[src/rtl/cpu_pkg.sv]
// ---------------------------------------------------------------------------
// cpu_pkg: shared types and helpers for the cantor pair / unpair pipeline
// Holds the mode code, the per-stage beat record and the square root step.
// ---------------------------------------------------------------------------
package cpu_pkg;

   localparam int CODE_BITS  = 31;
   localparam int HALF_BITS  = 16;
   localparam int IN_BITS    = 15;
   localparam int RAD_BITS   = CODE_BITS + 3;       // 8z+1
   localparam int ROOT_BITS  = (RAD_BITS + 1) / 2;  // one root bit per radicand pair
   localparam int REM_BITS   = ROOT_BITS + 3;
   localparam int PROD_BITS  = 2 * HALF_BITS;

   typedef enum logic {
      MODE_PAIR   = 1'b0,
      MODE_UNPAIR = 1'b1
   } mode_type;

   typedef struct packed {
      mode_type               mode;
      logic [HALF_BITS-1:0]   sum;      // x + y
      logic [IN_BITS-1:0]     y;
      logic [CODE_BITS-1:0]   z;
      logic [RAD_BITS-1:0]    rad;      // radicand, consumed two bits per step
      logic [REM_BITS-1:0]    rem;
      logic [ROOT_BITS-1:0]   root;
      logic [HALF_BITS-1:0]   n;
      logic [PROD_BITS-1:0]   prod;
      logic [CODE_BITS-1:0]   code;
      logic [HALF_BITS-1:0]   first;
      logic [HALF_BITS-1:0]   second;
   } stage_type;

   // one digit of the restoring square root
   function automatic stage_type root_step(input stage_type s);
      stage_type           o;
      logic [REM_BITS+1:0] cur;
      logic [REM_BITS+1:0] trial;
      o     = s;
      cur   = {s.rem, s.rad[RAD_BITS-1 -: 2]};
      trial = {{(REM_BITS-ROOT_BITS){1'b0}}, s.root, 2'b01};
      o.rad = {s.rad[RAD_BITS-3:0], 2'b00};
      if (cur >= trial) begin
         o.rem  = REM_BITS'(cur - trial);
         o.root = {s.root[ROOT_BITS-2:0], 1'b1};
      end else begin
         o.rem  = cur[REM_BITS-1:0];
         o.root = {s.root[ROOT_BITS-2:0], 1'b0};
      end
      return o;
   endfunction

endpackage

[src/rtl/cpu_stage.sv]
// ---------------------------------------------------------------------------
// cpu_stage: one pipeline slot
// Holds a beat and its valid bit; fills whenever empty or draining so that
// bubbles close up behind a stalled output.
// ---------------------------------------------------------------------------
module cpu_stage (
   input  logic               clock,
   input  logic               reset,
   input  logic               up_valid,
   input  cpu_pkg::stage_type up_data,
   output logic               up_ready,
   output logic               down_valid,
   output cpu_pkg::stage_type down_data,
   input  logic               down_ready
);

   logic               valid_ff;
   cpu_pkg::stage_type data_ff;

   assign up_ready   = !valid_ff || down_ready;
   assign down_valid = valid_ff;
   assign down_data  = data_ff;

   always_ff @(posedge clock) begin
      if (reset) begin
         valid_ff <= 1'b0;
      end else if (up_ready) begin
         valid_ff <= up_valid;
      end
   end

   always_ff @(posedge clock) begin
      if (up_ready && up_valid) begin
         data_ff <= up_data;
      end
   end

endmodule

[src/rtl/cantor_pair_unpair.sv]
// ---------------------------------------------------------------------------
// cantor_pair_unpair: Cantor pairing and unpairing, one beat per cycle unless stalled
// Pair mode folds two coordinates into a code, unpair mode splits a code.
// ---------------------------------------------------------------------------
// Usage
//   req_ channel carries req_mode (0 pair, 1 unpair), req_coord_a/b for pair
//   mode and req_code_in for unpair mode. A beat is taken when req_valid is
//   high and req_stall low. rsp_ returns exactly one beat per request, in
//   order: rsp_code_out in pair mode, rsp_first_out/rsp_second_out in unpair
//   mode, unused fields zero.
//   A beat passes through one input stage, 17 square root stages (one root
//   bit each), one shared 16x17 multiply stage and one output stage.
//   Throughput is one beat per cycle while the receiver does not stall; every
//   stage takes a new beat in each cycle in which it has room.
//   When the receiver stalls, the output holds and beats close up behind it;
//   req_stall only rises once every stage is full.
//   Synchronous reset empties all stages; payload registers are not cleared.
// ---------------------------------------------------------------------------
module cantor_pair_unpair #(
   parameter int COORD_BITS = 15
) (
   input  logic        clock,
   input  logic        reset,
   input  logic        req_valid,
   output logic        req_stall,
   input  logic        req_mode,
   input  logic [14:0] req_coord_a,
   input  logic [14:0] req_coord_b,
   input  logic [30:0] req_code_in,
   output logic        rsp_valid,
   input  logic        rsp_stall,
   output logic [30:0] rsp_code_out,
   output logic [15:0] rsp_first_out,
   output logic [15:0] rsp_second_out
);

   localparam int ROOT_STAGES = cpu_pkg::ROOT_BITS;
   localparam int MUL_STAGE   = ROOT_STAGES + 1;
   localparam int NUM_STAGES  = ROOT_STAGES + 3;

   logic               st_v   [NUM_STAGES];
   cpu_pkg::stage_type st_d   [NUM_STAGES];
   cpu_pkg::stage_type st_in  [NUM_STAGES];
   logic               st_rdy [NUM_STAGES+1];
   logic               up_v   [NUM_STAGES];

   assign st_rdy[NUM_STAGES] = !rsp_stall;
   assign req_stall          = !st_rdy[0];

   // input stage: mask coordinates, form x+y and the radicand 8z+1
   always_comb begin
      logic [cpu_pkg::IN_BITS-1:0] x;
      logic [cpu_pkg::IN_BITS-1:0] y;
      x             = cpu_pkg::IN_BITS'(req_coord_a[COORD_BITS-1:0]);
      y             = cpu_pkg::IN_BITS'(req_coord_b[COORD_BITS-1:0]);
      st_in[0]      = '0;
      st_in[0].mode = cpu_pkg::mode_type'(req_mode);
      st_in[0].y    = y;
      st_in[0].sum  = cpu_pkg::HALF_BITS'(x) + cpu_pkg::HALF_BITS'(y);
      st_in[0].z    = req_code_in;
      st_in[0].rad  = {req_code_in, 3'b001};
   end

   for (genvar i = 1; i <= ROOT_STAGES; i++) begin : g_root
      assign st_in[i] = cpu_pkg::root_step(st_d[i-1]);
   end

   // shared multiply: n(n+1) when unpairing, s(s+1) when pairing
   always_comb begin
      logic [cpu_pkg::ROOT_BITS-1:0] rm1;
      logic [cpu_pkg::HALF_BITS-1:0] a;
      logic [cpu_pkg::HALF_BITS:0]   a1;
      rm1                   = st_d[MUL_STAGE-1].root - cpu_pkg::ROOT_BITS'(1);
      st_in[MUL_STAGE]      = st_d[MUL_STAGE-1];
      st_in[MUL_STAGE].n    = rm1[cpu_pkg::ROOT_BITS-1:1];
      a = (st_d[MUL_STAGE-1].mode == cpu_pkg::MODE_UNPAIR) ?
          rm1[cpu_pkg::ROOT_BITS-1:1] : st_d[MUL_STAGE-1].sum;
      a1                    = {1'b0, a} + 17'd1;
      st_in[MUL_STAGE].prod = cpu_pkg::PROD_BITS'(a) * cpu_pkg::PROD_BITS'(a1);
   end

   // output stage
   always_comb begin
      logic [cpu_pkg::CODE_BITS-1:0] tri_num;
      logic [cpu_pkg::CODE_BITS-1:0] yy;
      cpu_pkg::stage_type            s;
      s       = st_d[NUM_STAGES-2];
      tri_num = s.prod[cpu_pkg::PROD_BITS-1:1];
      yy      = s.z - tri_num;
      st_in[NUM_STAGES-1] = s;
      if (s.mode == cpu_pkg::MODE_UNPAIR) begin
         st_in[NUM_STAGES-1].code   = '0;
         st_in[NUM_STAGES-1].second = yy[cpu_pkg::HALF_BITS-1:0];
         st_in[NUM_STAGES-1].first  = s.n - yy[cpu_pkg::HALF_BITS-1:0];
      end else begin
         st_in[NUM_STAGES-1].code   = tri_num + cpu_pkg::CODE_BITS'(s.y);
         st_in[NUM_STAGES-1].second = '0;
         st_in[NUM_STAGES-1].first  = '0;
      end
   end

   for (genvar i = 0; i < NUM_STAGES; i++) begin : g_stage
      if (i == 0) begin : g_first
         assign up_v[i] = req_valid;
      end else begin : g_rest
         assign up_v[i] = st_v[i-1];
      end
      cpu_stage u_stage (
         .clock      (clock),
         .reset      (reset),
         .up_valid   (up_v[i]),
         .up_data    (st_in[i]),
         .up_ready   (st_rdy[i]),
         .down_valid (st_v[i]),
         .down_data  (st_d[i]),
         .down_ready (st_rdy[i+1])
      );
   end

   assign rsp_valid      = st_v[NUM_STAGES-1];
   assign rsp_code_out   = st_d[NUM_STAGES-1].code;
   assign rsp_first_out  = st_d[NUM_STAGES-1].first;
   assign rsp_second_out = st_d[NUM_STAGES-1].second;

   // pair beats carry no coordinates back
   a_pair_zero: assert property (@(posedge clock) disable iff (reset)
      rsp_valid && st_d[NUM_STAGES-1].mode == cpu_pkg::MODE_PAIR |->
      rsp_first_out == '0 && rsp_second_out == '0)
      else $error("pair response with non-zero coordinates");

   // unpair beats carry no code, and y never exceeds n
   a_unpair_zero: assert property (@(posedge clock) disable iff (reset)
      rsp_valid && st_d[NUM_STAGES-1].mode == cpu_pkg::MODE_UNPAIR |->
      rsp_code_out == '0 && rsp_second_out <= st_d[NUM_STAGES-1].n)
      else $error("unpair response out of range");

   // input is held back only when the whole pipe is full behind a stall
   a_stall_full: assert property (@(posedge clock) disable iff (reset)
      req_stall |-> rsp_valid && rsp_stall && st_v[0] && st_v[MUL_STAGE])
      else $error("request stalled with room in the pipe");

   // nothing comes out straight after reset
   a_reset_empty: assert property (@(posedge clock)
      $past(reset) |-> !rsp_valid)
      else $error("response valid after reset");

endmodule

[config.mk]
export PLATFORM = sky130hd
export DESIGN_NAME = cantor_pair_unpair
export DESIGN_NICKNAME = d
export VERILOG_FILES = /design/src/rtl/cpu_pkg.sv /design/src/rtl/cpu_stage.sv /design/src/rtl/cantor_pair_unpair.sv
export SDC_FILE = /design/constraint.sdc
export NUM_CORES = 2
export LEC_CHECK = 0
export BUFFER_PORTS_ARGS = -buffer_cell sky130_fd_sc_hd__clkbuf_2
export CAP_MARGIN = 20
export CORE_MARGIN = 4
export CORE_UTILIZATION = 63
export DETAILED_ROUTE_END_ITERATION = 8
export GPL_TIMING_DRIVEN = 0
export PLACE_DENSITY = 0.86
export SLEW_MARGIN = 5
export SYNTH_ARGS = -nofsm -noshare
export SYNTH_HDL_FRONTEND = slang
export SYNTH_SLANG_ARGS = --single-unit
[constraint.sdc]
create_clock -name clock -period 11.9 [get_ports clock]
set_input_delay 0.595 -clock clock [delete_from_list [all_inputs] [get_ports clock]]
set_output_delay 0.595 -clock clock [all_outputs]
set_load 0.01 [all_outputs]
; Word level (Yosys, flattened, before mapping)
; Index checks and enable logic that the tools add are counted.
[op_classes]
magnitude_cmp = 17
mux = 18
n_reduce_logical = 62
n_mul = 1
addsub = 22
[ops]
columns = operator, count
row1 = $mux W37, 15
row2 = $ge A22 B19 Y1, 16
row3 = $sub A20 B19 Y20, 15
row4 = $mul A16 B17 Y32, 1
row5 = $sub A16 B16 Y16, 2
row6 = $add A31 B15 Y31, 1
row7 = $logic_not A1 Y1, 22
row8 = $logic_and A1 B1 Y1, 20
row9 = $logic_or A1 B1 Y1, 20
row10 = $mux W19, 1
row11 = $add A16 B1 Y17 const B, 1
row12 = $sub A17 B1 Y17 const B, 1
row13 = $add A15 B15 Y16, 1
row14 = $mux W16, 1
row15 = $sub A2 B1 Y3 const B, 1
row16 = $ge A2 B1 Y1 const B, 1
row17 = $mux W1, 1
[totals]
output_inout_bits = 65
ff_bits = 1859
in_bits = 66

; Depth between registers and ports, before layout
[depth]
depth_word = 22
ltp_mapped = 35
mapped_depth_nobuf = 33

; Hierarchy
; Synthesis repeated with hierarchy kept, for this count alone.
[hier_totals]
cells_unflattened = 9552
hier_area_um2 = 181150.0
[modules_own_cells]
columns = mod, n_inst, area_per_inst_um2, cells_each
row1 = cpu_stage, 20, 7412.1, 250
row2 = cantor_pair_unpair, 1, 32907.8, 4552

; Worst setup path after synthesis
; OpenSTA, ideal clock, no wires.
[synth_timing]
kind = reg-to-reg
start = register g_stage[17].u_stage.data_ff, in the netlist g_stage[17].u_stage.down_data[244]
end = register g_stage[18].u_stage.data_ff, in the netlist g_stage[18].u_stage.down_data[93], data pin
stages_incl_launch_ff = 34
path_buffers = 4
arrival_ns = 8.567
period_less_slack_ns = 8.824
slack_ns = 3.076
cell_sequence = edfxtp_1 clkbuf_1 buf_1 nor2_1 a21o_1 inv_1 clkbuf_1 ha_1 nand3_1 nor3_1 nand3_1 or3_1 ha_1 clkbuf_1 nor2_1 fa_1 inv_1 fa_1 inv_1 fa_1 fa_1 fa_1 inv_1 fa_1 inv_1 ha_1 a21o_1 a21o_1 a21o_1 or3_1 a221oi_1 nand3_1 a21oi_1 xnor2_1
[synth_rtl]
columns = item, line
row1 = "start, declared", cpu_stage.sv:18  ; cpu_pkg::stage_type data_ff;
row2 = "start signal, assigned", cpu_stage.sv:34  ; data_ff <= up_data;
row3 = "end signal, assigned", cpu_stage.sv:34
row4 = "end, declared", cpu_stage.sv:18

==> flow_metrics.tcl <==
set metrics [dict create \
    yosysUniqueCellTypes 83 \
    design_area_um2 79500 \
    io_pins 131 \
    dieArea_um2 117000 \
    power_leakage_nw 29.9 \
    yosysSeqAreaShare_pct 65.3 \
    antenna_left 0 \
    max_slew_margin_pct 29.6 \
    dp.cells 6636 \
    grt_overflow 0 \
    grt_pass1_vias 41800 \
    outcome "finished, final reports clean" \
    ys_ff_latch 1540 \
    cellPowerDensity_nw_per_um2 137 \
    synth_enable_flop_cells 1520 \
    hold_violations 0 \
    cap_violations 0 \
    initial_core_util_pct 63.6 \
    core-area_um2 111000 \
    fin_crit_sh_pct 92.4 \
    drc_errors 0 \
    die_w_um 342 \
    grt_first_pass_wirelength_um 232000 \
    cp_max_fo 11 \
    placementRows 122 \
    root_buffer "clkbuf_16" \
    finalMaxSlewViolations 0 \
    drt-initial-drc-count 3478 \
    clkTransAtPathRegs_ns 0.06 \
    syn_to_final_growth_pct 12.8 \
    critPathLaunchType "flip-flop" \
    r2r_end "g_stage[18].u_stage.down_data[93]" \
    antenna_found_initial 2 \
    tns_ns 0 \
    drt-total-wl_um 148000 \
    r2r_setup_slack_ns 0.90 \
    cp.arrival_ns 11.47 \
    fin_skew_ns 0.0473 \
    post_drt_via_cell_ratio 5.82 \
    worst_pin_slew_ns 1.03 \
    track_usage_pct 25.6 \
    hold_start "req_code_in[2]" \
    finalSetupViolations 0 \
    async_reset_ff_share_pct 0 \
    drt_pass1_iterations 9 \
    io_buffers 129 \
    timing.critical_path.slowest_stage_cell "nor3_1" \
    synth_top_flop_cell "edfxtp_1" \
    clk_latency_ns 0.77 \
    hold_path.class "in -> reg" \
    clock_path_buffers 3 \
    r2r-start "g_stage[17].u_stage.down_data[244]" \
    die_h_um 342 \
    synth_nets 5598 \
    wl_met2_um 76500 \
    highest_layer "met5" \
    fin_crit_ns 11.00 \
    nNetsFinal 5960 \
    cts_tree "done" \
    cp_data_required_time_ns 12.37 \
    cts.sink_count 1540 \
    cp_slowest_stage_delay_ns 0.72 \
    yosys_warnings 0 \
    cts_buffers 151 \
    fmax_mhz 90.9 \
    crit_path_frequent_cell "fa_1" \
    path_class "reg -> reg" \
    placed_cell_area_um2 74100 \
    cp-endpoint "g_stage[18].u_stage.down_data[93]" \
    wl_per_cell_um 21.3 \
    wl_met3_um 9630 \
    postSynthAreaPerCell_um2 14.2 \
    vias 40400 \
    drt-met1-wl_um 55700 \
    endpoint_kind "flip-flop" \
    startpoint "g_stage[17].u_stage.down_data[244]" \
    cts.htree.levels 4 \
    drive_gt1_share_pct 10.3 \
    ir_worst_vdd_uv 161 \
    dp_hpwl_um 101000 \
    instances_no_fill 6949 \
    cts_setup_buffers 0 \
    r2r_cells 33 \
    grt_setup_unrepaired "no" \
    grt_max_degree 72 \
    gp_congestion 0.934 \
    synthCells 4973 \
    syn_area_um2 70500 \
]
worst min-delay path by stage:
stage	to	slack (ns)	depth (start not counted)
after detailed placement	g_stage[10].u_stage.down_data[183]	0.40	0
after CTS	g_stage[0].u_stage.down_data[157]	0.002	1
after floorplan	g_stage[10].u_stage.down_data[182]	0.40	0
final	g_stage[0].u_stage.down_data[153]	0.04	1
after global placement	g_stage[11].u_stage.down_data[229]	0.40	0
after global routing	g_stage[0].u_stage.down_data[153]	0.002	1
metrics by stage:
step | hold slack, ns | total power, mW | setup WS, ns | utilization [%]
floorplan | 0.400 | 6.12 | 3.08 | -
global placement | 0.400 | 6.16 | 0.911 | 65.9
global route | 0.00204 | 11.2 | 0.342 | 71.7
CTS | 0.00159 | 10.9 | 1.02 | 71.7
finish | 0.0415 | 10.9 | 0.901 | 71.7
detailed placement | 0.405 | 6.17 | 1.14 | 66.9
layer usage:
| metal | vias to the layer above | GRT usage [%] |
|---|---|---|
| met1 | 19800 | 30.8 |
| met2 | 1631 | 45.4 |
| li1 | 18600 | - |
| met5 | - | 0 |
| met3 | 431 | 5.03 |
| met4 | 2 | 10.6 |
area by class of cell:
type	count	area, um^2
Inverter	548	2060
Sequential cell	1540	46000
Multi-Input combinational cell	2802	22300
Clock inverter	105	1120
Tap cell	1488	1860
Buffer	83	330
Fill cell	6761	31300
Antenna cell	1	2.50
Clock buffer	173	3900
Timing Repair Buffer	209	1890
cells in the final DEF (no fill, tap or decap), types with 12 or more instances in the layout:
cell type | netlist | final
nor4_1 | 38 | 38
o21bai_1 | 16 | 16
o21a_1 | 51 | 51
or3_1 | 50 | 50
and3_1 | 20 | 20
a21o_1 | 58 | 58
and2_1 | 20 | 19
ha_1 | 347 | 347
a31oi_1 | 20 | 18
or2_2 | 93 | 93
fa_1 | 212 | 212
a211oi_1 | 18 | 18
dfxtp_1 | 20 | 20
mux2i_1 | 12 | 12
o31ai_1 | 25 | 23
o21ai_0 | 159 | 159
edfxtp_1 | 1520 | 1520
mux2_2 | 32 | 32
dlygate4sd3_1 | 0 | 33
o211ai_1 | 19 | 19
nor2b_1 | 48 | 40
xor2_1 | 145 | 145
nand2_1 | 193 | 193
clkinv_1 | 1 | 45
bufinv_16 | 0 | 15
nand3_1 | 69 | 69
nor2_1 | 411 | 410
clkinv_2 | 0 | 18
clkbuf_16 | 0 | 153
xnor2_1 | 163 | 163
buf_12 | 0 | 40
nand4_1 | 39 | 39
nor3_1 | 95 | 95
or4_1 | 21 | 21
nand2b_1 | 77 | 77
a21oi_1 | 210 | 210
clkbuf_1 | 73 | 93
clkbuf_2 | 0 | 129
inv_1 | 546 | 546
cell usage after synthesis, drive strengths merged (51+ instances only):
| master | n | area share (%) |
|---|---|---|
| o21a | 51 | 0.54 |
| nor2 | 411 | 2.2 |
| clkbuf | 73 | 0.39 |
| a21o | 58 | 0.62 |
| nor3 | 97 | 0.71 |
| or2 | 96 | 0.86 |
| xor2 | 145 | 1.8 |
| nand3 | 69 | 0.49 |
| nand2b | 77 | 0.68 |
| a21oi | 210 | 1.5 |
| nand2 | 193 | 1.0 |
| fa | 212 | 6.0 |
| xnor2 | 163 | 2.0 |
| o21ai | 159 | 1.1 |
| edfxtp | 1520 | 65 |
| ha | 347 | 6.2 |
| inv | 547 | 2.9 |
registers in the layout, summed over array words and instances (netlist names):
| signal | count |
|---|---|
| g_stage.u_stage.down_data | 1520 |
| g_stage.u_stage.down_valid | 20 |
power by group:
group / total (mW) / switching [mW] / internal (mW)
Sequential: 5.95 / 0.0171 / 5.93
Clock: 4.79 / 2.07 / 2.72
Combinational: 0.124 / 0.0753 / 0.0489
critical path: cells and delay by family (launching register included):
kind | cells | cell delay (ns)
AOI/OAI and AO/OA | 6 | 1.40
xor gates and xnor gates | 1 | 0.10
adders and majority gates | 9 | 4.22
buffers and inverters | 9 | 2.43
DFF | 1 | 0.44
and+or+nand+nor | 8 | 2.10
kinds of logic after synthesis:
logic type                 share of synthesized area (%)
AOI/OAI and AO/OA                                   5.89
xor gates and xnor gates                            3.83
adders and majority gates                           12.2
buffers and inverters                               3.39
DFF                                                 65.3
muxes                                              0.682
other                                            0.00532
and+or+nand+nor                                     8.70
repair_timing:
item,in CTS,in global routing
hold buffers,33,0
gates resized for setup,0,0
endpoints found under the hold margin,33,0
(Power assumes the default switching activity.)
